### src/hdl/ccp_pkg.sv
// Shared constants for the CRC codeword packer.
package ccp_pkg;

  localparam int BYTE_W   = 8;
  localparam int NIB_W    = 4;
  localparam int HDR_MAX  = 15;   // header byte plus up to seven pad bits
  localparam int APB_AW   = 4;
  localparam int APB_DW   = 32;

  localparam int POLY_W   = 17;
  localparam int GLEN_W   = 5;
  localparam int MLEN_W   = 16;

  localparam logic [1:0] REG_POLY = 2'd0;
  localparam logic [1:0] REG_GLEN = 2'd1;
  localparam logic [1:0] REG_DSEL = 2'd2;
  localparam logic [1:0] REG_MLEN = 2'd3;

  localparam logic [POLY_W-1:0] POLY_RST = 17'd11;
  localparam logic [GLEN_W-1:0] GLEN_RST = 5'd4;
  localparam logic              DSEL_RST = 1'b1;
  localparam logic [MLEN_W-1:0] MLEN_RST = 16'd1;

endpackage

### src/hdl/ccp_front.sv
// Front end: takes message bytes, computes codewords and header, builds a bit record.
module ccp_front import ccp_pkg::*; #(
  parameter int MAX_GEN_LEN = 17,
  parameter int RECW        = 55,
  parameter int RLW         = 6
) (
  input  logic              clk_i,
  input  logic              rst_ni,
  input  logic [POLY_W-1:0] gen_poly_i,
  input  logic [GLEN_W-1:0] gen_len_i,
  input  logic              dsel_i,
  input  logic [MLEN_W-1:0] mlen_i,
  input  logic              in_valid_i,
  input  logic [BYTE_W-1:0] in_data_i,
  input  logic              q_ready_i,
  output logic              in_ready_o,
  output logic              rec_valid_o,
  output logic [RECW-1:0]   rec_bits_o,
  output logic [RLW-1:0]    rec_len_o,
  output logic              rec_end_o
);

  localparam int MAXR = MAX_GEN_LEN - 1;
  localparam int CWW  = 2 * (NIB_W + MAXR);
  localparam int LW   = $clog2(MAX_GEN_LEN + 1);
  localparam int PW   = (MAXR > POLY_W) ? MAXR : POLY_W;

  logic              hdr_sent_q, hdr_sent_d;
  logic [MLEN_W-1:0] seen_q, seen_d;

  logic [LW-1:0]     len, r;
  logic [7:0]        r8;
  logic [PW-1:0]     poly_x, pmask;
  logic [MAXR-1:0]   pl;
  logic [MAXR-1:0]   rem8, remh, reml;
  logic              fb;
  logic [CWW-1:0]    cw, cw_hi, cw_lo;
  logic [RLW-1:0]    cw_len, hdr_len;
  logic [RECW-1:0]   hdr_al;
  logic [2:0]        mlen3, per3, pad;
  logic [5:0]        prod;
  logic [MLEN_W-1:0] mlen, seen_nx;
  logic              msg_end, accept;

  always_comb begin
    if (gen_len_i < GLEN_W'(2)) begin
      len = LW'(2);
    end else if (int'(gen_len_i) > MAX_GEN_LEN) begin
      len = LW'(MAX_GEN_LEN);
    end else begin
      len = LW'(gen_len_i);
    end
    r  = len - LW'(1);
    r8 = 8'(r);

    poly_x = PW'(gen_poly_i);
    pmask  = (PW'(1) << r) - PW'(1);
    pl     = MAXR'(poly_x & pmask) << (LW'(MAXR) - r);

    rem8 = '0;
    for (int i = BYTE_W - 1; i >= 0; i--) begin
      fb   = in_data_i[i] ^ rem8[MAXR-1];
      rem8 = (rem8 << 1) ^ (fb ? pl : '0);
    end
    remh = '0;
    reml = '0;
    for (int i = NIB_W - 1; i >= 0; i--) begin
      fb   = in_data_i[NIB_W + i] ^ remh[MAXR-1];
      remh = (remh << 1) ^ (fb ? pl : '0);
      fb   = in_data_i[i] ^ reml[MAXR-1];
      reml = (reml << 1) ^ (fb ? pl : '0);
    end

    cw_hi = {in_data_i[BYTE_W-1:NIB_W], remh, (NIB_W + MAXR)'(0)};
    cw_lo = {in_data_i[NIB_W-1:0], reml, (NIB_W + MAXR)'(0)};
    if (dsel_i) begin
      cw     = {in_data_i, rem8, MAXR'(0)};
      cw_len = RLW'(BYTE_W) + RLW'(r);
    end else begin
      cw     = cw_hi | (cw_lo >> (RLW'(NIB_W) + RLW'(r)));
      cw_len = RLW'(BYTE_W) + RLW'(r) + RLW'(r);
    end

    mlen3 = (mlen_i == '0) ? 3'd1 : mlen_i[2:0];
    per3  = dsel_i ? r8[2:0] : {r8[1:0], 1'b0};
    prod  = 6'(mlen3 * per3);
    pad   = 3'(3'd0 - prod[2:0]);
    if (!hdr_sent_q) begin
      hdr_al  = {5'd0, pad, (RECW - BYTE_W)'(0)};
      hdr_len = RLW'(BYTE_W) + RLW'(pad);
    end else begin
      hdr_al  = '0;
      hdr_len = '0;
    end

    mlen    = (mlen_i == '0) ? MLEN_W'(1) : mlen_i;
    seen_nx = seen_q + MLEN_W'(1);
    msg_end = (seen_nx >= mlen) || (seen_nx == '0);
  end

  assign in_ready_o  = q_ready_i;
  assign accept      = in_valid_i && q_ready_i;
  assign rec_valid_o = in_valid_i;
  assign rec_bits_o  = hdr_al | ({cw, HDR_MAX'(0)} >> hdr_len);
  assign rec_len_o   = hdr_len + cw_len;
  assign rec_end_o   = msg_end;

  always_comb begin
    hdr_sent_d = hdr_sent_q;
    seen_d     = seen_q;
    if (accept) begin
      hdr_sent_d = !msg_end;
      seen_d     = msg_end ? '0 : seen_nx;
    end
  end

  always_ff @(posedge clk_i or negedge rst_ni) begin
    if (!rst_ni) begin
      hdr_sent_q <= 1'b0;
      seen_q     <= '0;
    end else begin
      hdr_sent_q <= hdr_sent_d;
      seen_q     <= seen_d;
    end
  end

endmodule

### src/hdl/ccp_queue.sv
// Two-entry record queue between front end and packer.
module ccp_queue import ccp_pkg::*; #(
  parameter int WIDTH = 62
) (
  input  logic             clk_i,
  input  logic             rst_ni,
  input  logic             push_i,
  input  logic [WIDTH-1:0] push_data_i,
  output logic             ready_o,
  input  logic             pop_i,
  output logic             valid_o,
  output logic [WIDTH-1:0] pop_data_o
);

  logic [WIDTH-1:0] mem_q [2];
  logic             wp_q, wp_d, rp_q, rp_d;
  logic [1:0]       cnt_q, cnt_d;
  logic             do_push, do_pop;

  assign ready_o    = (cnt_q != 2'd2);
  assign valid_o    = (cnt_q != 2'd0);
  assign pop_data_o = mem_q[rp_q];
  assign do_push    = push_i && ready_o;
  assign do_pop     = pop_i && valid_o;

  always_comb begin
    wp_d  = wp_q ^ do_push;
    rp_d  = rp_q ^ do_pop;
    cnt_d = cnt_q + 2'(do_push) - 2'(do_pop);
  end

  always_ff @(posedge clk_i) begin
    if (do_push) begin
      mem_q[wp_q] <= push_data_i;
    end
  end

  always_ff @(posedge clk_i or negedge rst_ni) begin
    if (!rst_ni) begin
      wp_q  <= 1'b0;
      rp_q  <= 1'b0;
      cnt_q <= 2'd0;
    end else begin
      wp_q  <= wp_d;
      rp_q  <= rp_d;
      cnt_q <= cnt_d;
    end
  end

endmodule

### src/hdl/ccp_back.sv
// Back end: merges bit records, sends one packed byte per cycle if not stalled.
module ccp_back import ccp_pkg::*; #(
  parameter int RECW = 55,
  parameter int RLW  = 6
) (
  input  logic              clk_i,
  input  logic              rst_ni,
  input  logic              q_valid_i,
  input  logic [RECW-1:0]   q_bits_i,
  input  logic [RLW-1:0]    q_len_i,
  input  logic              q_end_i,
  output logic              q_pop_o,
  output logic              out_valid_o,
  input  logic              out_ready_i,
  output logic [BYTE_W-1:0] out_byte_o,
  output logic              out_last_o,
  output logic              out_end_o
);

  localparam int BUFW = RECW + 7;
  localparam int CW   = $clog2(BUFW + 1);

  logic [BUFW-1:0]   buf_q, buf_d;
  logic [CW-1:0]     cnt_q, cnt_d, rem;
  logic              end_q, end_d;
  logic              ov_q, ov_d, ol_q, ol_d, oe_q, oe_d;
  logic [BYTE_W-1:0] ob_q, ob_d;
  logic              emit_full, have, can_adv, last, pop;

  always_comb begin
    emit_full = (cnt_q >= CW'(BYTE_W));
    have      = emit_full || (end_q && (cnt_q != '0));
    can_adv   = !ov_q || out_ready_i;
    rem       = emit_full ? (cnt_q - CW'(BYTE_W)) : '0;
    last      = (rem < CW'(BYTE_W)) && !(end_q && (rem != '0));
    pop       = !have && q_valid_i;

    buf_d = buf_q;
    cnt_d = cnt_q;
    end_d = end_q;
    if (have && can_adv) begin
      buf_d = buf_q << BYTE_W;
      cnt_d = rem;
      end_d = end_q && !last;
    end else if (pop) begin
      buf_d = buf_q | ({q_bits_i, 7'd0} >> cnt_q);
      cnt_d = cnt_q + CW'(q_len_i);
      end_d = q_end_i;
    end

    ov_d = ov_q;
    ob_d = ob_q;
    ol_d = ol_q;
    oe_d = oe_q;
    if (can_adv) begin
      ov_d = have;
      ob_d = buf_q[BUFW-1 -: BYTE_W];
      ol_d = last;
      oe_d = last && end_q;
    end
  end

  assign q_pop_o     = pop;
  assign out_valid_o = ov_q;
  assign out_byte_o  = ob_q;
  assign out_last_o  = ol_q;
  assign out_end_o   = oe_q;

  always_ff @(posedge clk_i) begin
    ob_q <= ob_d;
    ol_q <= ol_d;
    oe_q <= oe_d;
  end

  always_ff @(posedge clk_i or negedge rst_ni) begin
    if (!rst_ni) begin
      buf_q <= '0;
      cnt_q <= '0;
      end_q <= 1'b0;
      ov_q  <= 1'b0;
    end else begin
      buf_q <= buf_d;
      cnt_q <= cnt_d;
      end_q <= end_d;
      ov_q  <= ov_d;
    end
  end

endmodule

### src/hdl/crc_codeword_packer.sv
// Top level of the CRC codeword packer: register port, front end, queue, packer.
// Path: an accepted byte passes the queue, the packer buffer and the output register to m_axis_tdata.
// Throughput: one output byte per cycle unless m_axis_tready stalls it or the packer
// loads a record, which it does only when it has no byte to send; input waits for queue room.
// Reset: registers return to their defaults, the stream state and queue are cleared.
module crc_codeword_packer import ccp_pkg::*; #(
  parameter int MAX_GEN_LEN = 17
) (
  input  logic              clk_i,
  input  logic              rst_ni,
  input  logic              psel,
  input  logic              penable,
  input  logic              pwrite,
  input  logic [APB_AW-1:0] paddr,
  input  logic [APB_DW-1:0] pwdata,
  output logic [APB_DW-1:0] prdata,
  output logic              pready,
  input  logic              s_axis_tvalid,
  output logic              s_axis_tready,
  input  logic [7:0]        s_axis_tdata,   // [7:0] data_byte
  output logic              m_axis_tvalid,
  input  logic              m_axis_tready,
  output logic [7:0]        m_axis_tdata,   // [7:0] out_byte
  output logic              m_axis_tlast,   // run_last
  output logic              m_axis_tuser    // [0] message_end
);

  localparam int MAXR = MAX_GEN_LEN - 1;
  localparam int RECW = HDR_MAX + 2 * (NIB_W + MAXR);
  localparam int RLW  = $clog2(RECW + 1);
  localparam int QW   = RECW + RLW + 1;

  logic [POLY_W-1:0] poly_q;
  logic [GLEN_W-1:0] glen_q;
  logic              dsel_q;
  logic [MLEN_W-1:0] mlen_q;
  logic              wr;

  logic              rec_valid, q_ready, q_valid, q_pop, rec_end;
  logic [RECW-1:0]   rec_bits;
  logic [RLW-1:0]    rec_len;
  logic [QW-1:0]     q_out;

  assign pready = 1'b1;
  assign wr     = psel && penable && pwrite && pready;

  always_ff @(posedge clk_i or negedge rst_ni) begin
    if (!rst_ni) begin
      poly_q <= POLY_RST;
      glen_q <= GLEN_RST;
      dsel_q <= DSEL_RST;
      mlen_q <= MLEN_RST;
    end else if (wr) begin
      case (paddr[3:2])
        REG_POLY: poly_q <= pwdata[POLY_W-1:0];
        REG_GLEN: glen_q <= pwdata[GLEN_W-1:0];
        REG_DSEL: dsel_q <= pwdata[0];
        REG_MLEN: mlen_q <= pwdata[MLEN_W-1:0];
        default: ;
      endcase
    end
  end

  always_comb begin
    case (paddr[3:2])
      REG_POLY: prdata = APB_DW'(poly_q);
      REG_GLEN: prdata = APB_DW'(glen_q);
      REG_DSEL: prdata = APB_DW'(dsel_q);
      REG_MLEN: prdata = APB_DW'(mlen_q);
      default:  prdata = '0;
    endcase
  end

  ccp_front #(
    .MAX_GEN_LEN(MAX_GEN_LEN),
    .RECW       (RECW),
    .RLW        (RLW)
  ) u_front (
    .clk_i      (clk_i),
    .rst_ni     (rst_ni),
    .gen_poly_i (poly_q),
    .gen_len_i  (glen_q),
    .dsel_i     (dsel_q),
    .mlen_i     (mlen_q),
    .in_valid_i (s_axis_tvalid),
    .in_data_i  (s_axis_tdata),
    .q_ready_i  (q_ready),
    .in_ready_o (s_axis_tready),
    .rec_valid_o(rec_valid),
    .rec_bits_o (rec_bits),
    .rec_len_o  (rec_len),
    .rec_end_o  (rec_end)
  );

  ccp_queue #(
    .WIDTH(QW)
  ) u_queue (
    .clk_i      (clk_i),
    .rst_ni     (rst_ni),
    .push_i     (rec_valid),
    .push_data_i({rec_end, rec_len, rec_bits}),
    .ready_o    (q_ready),
    .pop_i      (q_pop),
    .valid_o    (q_valid),
    .pop_data_o (q_out)
  );

  ccp_back #(
    .RECW(RECW),
    .RLW (RLW)
  ) u_back (
    .clk_i      (clk_i),
    .rst_ni     (rst_ni),
    .q_valid_i  (q_valid),
    .q_bits_i   (q_out[RECW-1:0]),
    .q_len_i    (q_out[RECW +: RLW]),
    .q_end_i    (q_out[QW-1]),
    .q_pop_o    (q_pop),
    .out_valid_o(m_axis_tvalid),
    .out_ready_i(m_axis_tready),
    .out_byte_o (m_axis_tdata),
    .out_last_o (m_axis_tlast),
    .out_end_o  (m_axis_tuser)
  );

endmodule
### config.mk
export PLATFORM = sky130hd
export DESIGN_NAME = crc_codeword_packer
export DESIGN_NICKNAME = d
export VERILOG_FILES = /design/src/hdl/ccp_pkg.sv /design/src/hdl/ccp_front.sv /design/src/hdl/ccp_queue.sv /design/src/hdl/ccp_back.sv /design/src/hdl/crc_codeword_packer.sv
export SDC_FILE = /design/constraint.sdc
export NUM_CORES = 1
export LEC_CHECK = 0
export BUFFER_PORTS_ARGS = -buffer_cell sky130_fd_sc_hd__buf_2
export CELL_PAD_IN_SITES_DETAIL_PLACEMENT = 1
export CELL_PAD_IN_SITES_GLOBAL_PLACEMENT = 1
export CORE_UTILIZATION = 53
export DETAILED_ROUTE_END_ITERATION = 10
export MAX_ROUTING_LAYER = met4
export PLACE_DENSITY_LB_ADDON = 0.3
export SYNTH_ARGS = -nofsm -noshare
export SYNTH_HDL_FRONTEND = slang
export SYNTH_HIERARCHICAL = 1
export SYNTH_SLANG_ARGS = --single-unit
### constraint.sdc
create_clock -name clk_i -period 21.6 [get_ports clk_i]
set_input_delay 2.16 -clock clk_i [delete_from_list [all_inputs] [get_ports clk_i]]
set_output_delay 2.16 -clock clk_i [all_outputs]
set_load 0.03 [all_outputs]
==> impl_summary.txt, run 1 <==
----------------------------------------------------
[Floorplan]
  Die area ... 0.0455 sq mm
  Starting density of the core ... 53.7%
  Overall die height ... about 210 um
  Die width ... 213 um
  Row Count ... 77
  I/O pins ... between 90 and 100
  Core outline area ... around 0.044 sq mm

[STA]
  Final clock skew ... 0.0315 ns
  Actual transition at the worst max-transition pin ... around 1.2 ns
  Number of endpoints with negative hold slack in the final report ... 0
  Setup total negative slack ... 0 ns
  Slew Limit Fails ... 0
  PnR worst setup slack ... around 9.4 ns
  Fmax ... 0.0821 GHz
  Hold_ws ... 0.451 ns
  Setup violation total in the final timing report ... 0
  Setup repair after global routing missed its margin ... no
  Clock period minus final worst setup slack ... roughly 12 ns
  Final clock period utilization by the worst path ... a little under three fifths
  Worst slew margin relative to its limit ... 17.9%

[Drt]
  Number of nets with antenna violations after detailed routing ... 0
  DRC errors left ... 0
  Average vias per placed instance ... between 6 and 7
  Number of DRC violations after detailed-routing iteration 0 ... between 2000 and 2500
  Detailed Route WL ... between 80000 and 90000 um
  Drt pass-1 iters ... 7
  Routed wirelength normalized by instance count ... between 20 and 30 um
  Via count of the routed design ... roughly 22000

[Layout]
  Fraction of final layout cells with drive strength greater than 1 ... between 15 and 20%
  Antenna diodes ... 0
  Most frequent cells in the layout ... sky130_fd_sc_hd__nand2_1 (329), sky130_fd_sc_hd__nor2_1 (258), sky130_fd_sc_hd__a21oi_1 (156)
  Final Core Density ... a little under three fifths
  Final #Nets ... 2669
  Signed area change from the synthesized netlist to the final layout ... 5.34%
  Commonest non-fill, non-tap cell in the layout ... sky130_fd_sc_hd__nand2_1

[Yosys]
  Number of library cell types mapped by synthesis ... 130
  Dominant synthesized flop cell ... sky130_fd_sc_hd__edfxtp_1
  Leading cell types by total area after synthesis ... sky130_fd_sc_hd__edfxtp_1 (17%), sky130_fd_sc_hd__dfrtp_1 (13%), sky130_fd_sc_hd__mux2_2 (6.2%)
  Syn avg cell area ... around 8.9 sq um
  Synthesized instance count ... approximately 2700
  Share of synthesized area occupied by flip-flops and latches ... between 30% and 40%
  Ys async rst share ... roughly half
  Dominant cell type by area after synthesis ... sky130_fd_sc_hd__edfxtp_1
  Post-synth top area share ... around 17%
  Cell area after technology mapping ... between 0.02 and 0.025 sq mm
  Number of synthesized flops with an enable pin ... around 130
  Synth warn ... 6
  Flip-flop and latch count after synthesis ... roughly 260

[Clocking]
  Sink count of the clock tree ... between 200 and 300
  Clock network latency to the later pin of the worst-skew pair ... 0.59 ns
  Post-CTS Setup Repair Bufs ... 0
  H-tree level count ... 1
  Clock tree buffer depth ... 3
  Clock Tree Root ... sky130_fd_sc_hd__clkbuf_16
  Resized cells post-CTS ... 0
  Clock transition at the register clock pins on the worst setup and hold paths after CTS ... around 0.06 ns
  CTS buffer count ... 30
  Clock tree from TritonCTS ... done
  Hold bufs inserted after CTS ... 0

[Run]
  Number of violations of the max-capacitance limit ... 0

[Setup path]
  Type of the worst setup path ... flip-flop to flip-flop
  Worst path slowest cell ... sky130_fd_sc_hd__ha_1
  Delay of the slowest cell on the worst path ... 0.82 ns
  Critical path peak fanout ... 49
  Arrival @ worst endpoint ... about 13 ns
  CP required ... 21.92 ns
  Type of destination of the critical path ... flip-flop
  Startpoint type of the worst setup path ... flip-flop

[Min path]
  Class of the tightest hold or removal check ... flip-flop to flip-flop

[Placed design]
  Port buffer count ... slightly above 60
  Placed wire-length estimate ... a little under 60000 um
  Worst slack after detailed placement ... slightly below 10 ns
  Final RePlAce weighted congestion ... about 0.95

[Global routing]
  Global-route wire length before repair ... roughly 130000 um
  Total overflow reported by the global router ... 0
  Number of antenna violations at the first check in global routing ... 0
  Overall Global Routing Usage ... approximately 37%
  Vias in the first global route ... 22122
  Maximum number of pins on one net before global-route repair ... 75

[Status]
  Run status ... complete, no violations

----------------------------------------------------
[worst paths after layout]
kind / startpoint / endpoint / slack [ns] / cells after the start
setup / recovery: glen_q[3] / u_queue/mem_q[1][29] / 9.42 / 30
hold / removal: u_back/buf_q[60] / u_back/out_byte_o[6] / 0.45 / 0
setup reg to reg: glen_q[3] / u_queue/mem_q[1][29] / 9.42 / 30
hold reg to reg: u_back/buf_q[60] / u_back/out_byte_o[6] / 0.45 / 0
max in group asynchronous: rst_ni / u_back/cnt_q[2] / 18.56 / 2
min in group asynchronous: rst_ni / poly_q[8] / 1.56 / 1
[stage by stage]
step                      std cells  area [sq um]
final                          3191         24900
after global routing           3191         24900
after CTS                      3191         24900
after detailed placement       3135         23900
after global placement         3135         23900
after floorplan                2672         23700
[kinds of logic (layout without fill, tap and decap cells)]
logic type | count (synthesis) | after routing | share of synthesized area [%]
multiplexers | 288 | 288 | 14.9
adder cells (fa/ha/maj) | 43 | 43 | 2.34
AO/OA/AOI/OAI | 693 | 693 | 20.1
other | 3 | 17 | 0.0476
buffers and inverters | 283 | 210 | 5.88
AND/OR/NAND/NOR | 906 | 906 | 17.7
flip-flops | 264 | 264 | 30.8
XOR/XNOR | 178 | 178 | 8.18
[sequential cells by signal, indices dropped and copies added (netlist names)]
signal	flops
u_back/cnt_q	6
dsel_q	1
u_queue/wp_q	1
u_back/out_end_o	1
glen_q	5
u_queue/rp_q	1
u_back/out_last_o	1
mlen_q	16
u_queue/mem_q	124
u_front/seen_q	16
u_back/out_valid_o	1
poly_q	17
u_front/hdr_sent_q	1
u_back/out_byte_o	8
u_queue/cnt_q	2
u_back/buf_q	62
u_back/end_q	1
[critical path, delay by kind of cell, from the launching register on]
kind / cells / cell delay [ns]
simple gates: 9 / 2.56
xor+xnor: 6 / 2.72
flops: 1 / 0.58
fa+ha+maj: 2 / 1.10
buf+inv: 3 / 1.59
compound gates: 9 / 2.86
mux: 1 / 0.48
[routing by layer]
| metal | vias up | routed length (um) | share of wire [%] | track usage [%] |
|---|---|---|---|---|
| met5 | - | 0 | 0 | - |
| met4 | 0 | 3820 | 4.6 | 16.0 |
| met3 | 251 | 4630 | 5.6 | 3.82 |
| li1 | 9561 | - | - | - |
| met1 | 10960 | 33400 | 40 | 45.8 |
| met2 | 882 | 40800 | 49 | 62.3 |
[cells in the mapped netlist, types with 30 or more instances]
master and number:
sky130_fd_sc_hd__nand2_1 329, sky130_fd_sc_hd__nor2_1 258, sky130_fd_sc_hd__a21oi_1 158, sky130_fd_sc_hd__o21ai_0 148, sky130_fd_sc_hd__edfxtp_1 134, sky130_fd_sc_hd__mux2_2 131, sky130_fd_sc_hd__dfrtp_1 124, sky130_fd_sc_hd__clkbuf_1 123
sky130_fd_sc_hd__mux2i_1 112, sky130_fd_sc_hd__xnor2_1 111, sky130_fd_sc_hd__nand3_1 78, sky130_fd_sc_hd__nor3_1 53, sky130_fd_sc_hd__o22ai_1 51, sky130_fd_sc_hd__inv_1 45, sky130_fd_sc_hd__ha_1 41, sky130_fd_sc_hd__xor2_1 38
sky130_fd_sc_hd__buf_2 35, sky130_fd_sc_hd__buf_4 35, sky130_fd_sc_hd__a211oi_1 30, sky130_fd_sc_hd__o211ai_1 30
[area by class of cell]
cell class	instances	area [sq um]
clock buffer	34	776
clock inverter	22	225
fill	5178	19200
inverter	57	215
multi-input combinational	2125	15100
sequential	264	7290
tap	592	741
timing repair buffer	97	579
Power of run 1 is not shown: default switching activity piles up to over one toggle a cycle in this logic, so the estimate is an artifact.
==> inputs of run 2 (changes only) <==
CORE_UTILIZATION = 50   (was 53)
clock period = 11.9 ns   (was 21.6 ns; I/O delays follow)
==> impl_summary.txt, run 2 (synthesis results as in run 1) <==
----------------------------------------------------
[Drt]
  Detailed Route WL ... 82100 um (-0.62%)
  Average vias per placed instance ... 6.67 (-1.7%)
  DRC errors left ... 0 (unchanged)
  Via count of the routed design ... 21401 (-1.2%)
  Number of nets with antenna violations after detailed routing ... 0 (unchanged)
  Routed wirelength normalized by instance count ... 25.6 um (-1.1%)
  Number of DRC violations after detailed-routing iteration 0 ... 1936 (-9.8%)
  Drt pass-1 iters ... 5 (-2)

[Setup path]
  Delay of the slowest cell on the worst path ... 0.98 ns (+0.16 ns)
  Type of the worst setup path ... flip-flop to flip-flop
  Startpoint type of the worst setup path ... flip-flop
  Worst path slowest cell ... sky130_fd_sc_hd__xnor2_1
  Arrival @ worst endpoint ... 11.22 ns (-1.28 ns)
  Critical path peak fanout ... 30 (-39%)
  CP required ... 12.23 ns (-9.69 ns)
  Type of destination of the critical path ... flip-flop
  R2R depth ... 29 (-3.3%)
  Critical path's most frequent cell ... sky130_fd_sc_hd__xnor2_1

[Global routing]
  Total overflow reported by the global router ... 0 (unchanged)
  Vias in the first global route ... 21671 (-2.0%)
  Maximum number of pins on one net before global-route repair ... 75 (unchanged)
  Global-route wire length before repair ... 127000 um (-1.2%)
  Overall Global Routing Usage ... 34.8% (-2.5 points)
  Number of antenna violations at the first check in global routing ... 2 (+2)

[Clocking]
  Clock tree from TritonCTS ... done
  Post-CTS Setup Repair Bufs ... 0 (unchanged)
  Clock Tree Root ... sky130_fd_sc_hd__clkbuf_16
  Sink count of the clock tree ... 264 (unchanged)
  Resized cells post-CTS ... 0 (unchanged)
  H-tree level count ... 1 (unchanged)
  Hold bufs inserted after CTS ... 0 (unchanged)
  Clock network latency to the later pin of the worst-skew pair ... 0.59 ns (about the same)
  Clock tree buffer depth ... 3 (unchanged)
  CTS buffer count ... 28 (-6.7%)
  Clock transition at the register clock pins on the worst setup and hold paths after CTS ... 0.07 ns (about the same)

[Run]
  Number of violations of the max-capacitance limit ... 0 (unchanged)

[Layout]
  Commonest non-fill, non-tap cell in the layout ... sky130_fd_sc_hd__nand2_1
  Largest registers ranked by flip-flop count ... u_queue/mem_q x124, u_back/buf_q x62, poly_q x17
  Signed area change from the synthesized netlist to the final layout ... 5.63%
  Final #Nets ... 2670 (+0.037%)
  Most frequent cells in the layout ... sky130_fd_sc_hd__nand2_1 (329), sky130_fd_sc_hd__nor2_1 (258), sky130_fd_sc_hd__a21oi_1 (157)
  Fraction of final layout cells with drive strength greater than 1 ... 16.1% (+0.20 points)
  Max FFs per register ... 124 (unchanged)
  Register with the most flip-flops ... u_queue/mem_q

[Min path]
  Class of the tightest hold or removal check ... flip-flop to flip-flop
  Depth of the worst hold-timing path ... 0 (unchanged)

[STA]
  Number of endpoints with negative hold slack in the final report ... 0 (unchanged)
  Setup repair after global routing missed its margin ... no
  Setup total negative slack ... 0 ns (unchanged)
  Fmax ... 0.0918 GHz (+12%)
  Setup violation total in the final timing report ... 0 (unchanged)
  Clock period minus final worst setup slack ... 10.89 ns (-1.29 ns)
  Worst slew margin relative to its limit ... 18.1% (+0.19 points)
  Final clock skew ... 0.0274 ns (-0.00410 ns)
  Final clock period utilization by the worst path ... 91.5% (+35 points)
  Actual transition at the worst max-transition pin ... 1.22 ns (-0.00226 ns)
  Slew Limit Fails ... 0 (unchanged)

[Placed design]
  Final RePlAce weighted congestion ... 0.922 (-2.6%)
  Port buffer count ... 62 (unchanged)
  Placed wire-length estimate ... 58700 um (about the same)

[Floorplan]
  Overall die height ... 220 um (+2.9%)
  Die width ... 220 um (+2.9%)
  I/O pins ... 96 (unchanged)
  Die area ... 0.0482 sq mm (+5.9%)
  Row Count ... 79 (+2.6%)
  Starting density of the core ... 50.7% (-2.9 points)
  Core outline area ... 0.0467 sq mm (+5.7%)

[Status]
  Run status ... complete, no violations

----------------------------------------------------
==> run 2: layout make-up <==
class	count	area [sq um]
Antenna cell	2	5.00
Clock buffer	31	712
Clock inverter	21	317
Fill cell	5409	21600
Inverter	57	215
Multi-Input combinational cell	2125	15100
Sequential cell	264	7290
Tap cell	607	759
Timing Repair Buffer	100	602
==> run 2: path summary, 6_finish.rpt <==
path	from	endpoint	slack [ns]
worst max-delay path	glen_q[3]	u_queue/mem_q[1][33]	1.01
min in group asynchronous	rst_ni	poly_q[10]	0.58
max in group asynchronous	rst_ni	u_back/cnt_q[2]	9.91
worst max register to register	glen_q[3]	u_queue/mem_q[1][33]	1.01
worst min-delay path	u_back/buf_q[61]	u_back/out_byte_o[7]	0.46
worst min register to register	u_back/buf_q[61]	u_back/out_byte_o[7]	0.46
==> run 2: stage by stage <==
step | setup WS [ns] | std cells | utilization [%] | area (sq um) | hold WS (ns)
detailed placement | 1.27 | 3153 | 51.4 | 24000 | 0.442
global route | 0.606 | 3207 | 53.6 | 25000 | 0.473
finish | 1.01 | 3207 | 53.6 | 25000 | 0.459
floorplan | 2.46 | 2672 | - | 23700 | 0.425
CTS | 1.25 | 3205 | 53.6 | 25000 | 0.458
global placement | 1.77 | 3153 | 51.4 | 24000 | 0.444
==> run 2: worst max-delay path: cells and delay by family (launching register included) <==
family / cells / cell delay [ns]
AOI/OAI and AO/OA: 11 / 3.64
xor gates and xnor gates: 6 / 2.29
and+or+nand+nor: 7 / 2.03
adders and majority gates: 2 / 1.03
DFF: 1 / 0.57
buffers and inverters: 2 / 0.54
muxes: 1 / 0.49
==> run 2: layer usage <==
| metal | GRT usage (%) | part of all wire, % | vias up |
|---|---|---|---|
| met3 | 3.22 | 5.1 | 205 |
| met1 | 43.9 | 42 | 10850 |
| li1 | - | - | 9564 |
| met2 | 57.8 | 49 | 782 |
| met4 | 13.3 | 3.8 | 0 |
| met5 | - | 0 | - |
Power of run 2 is left out for the same reason.
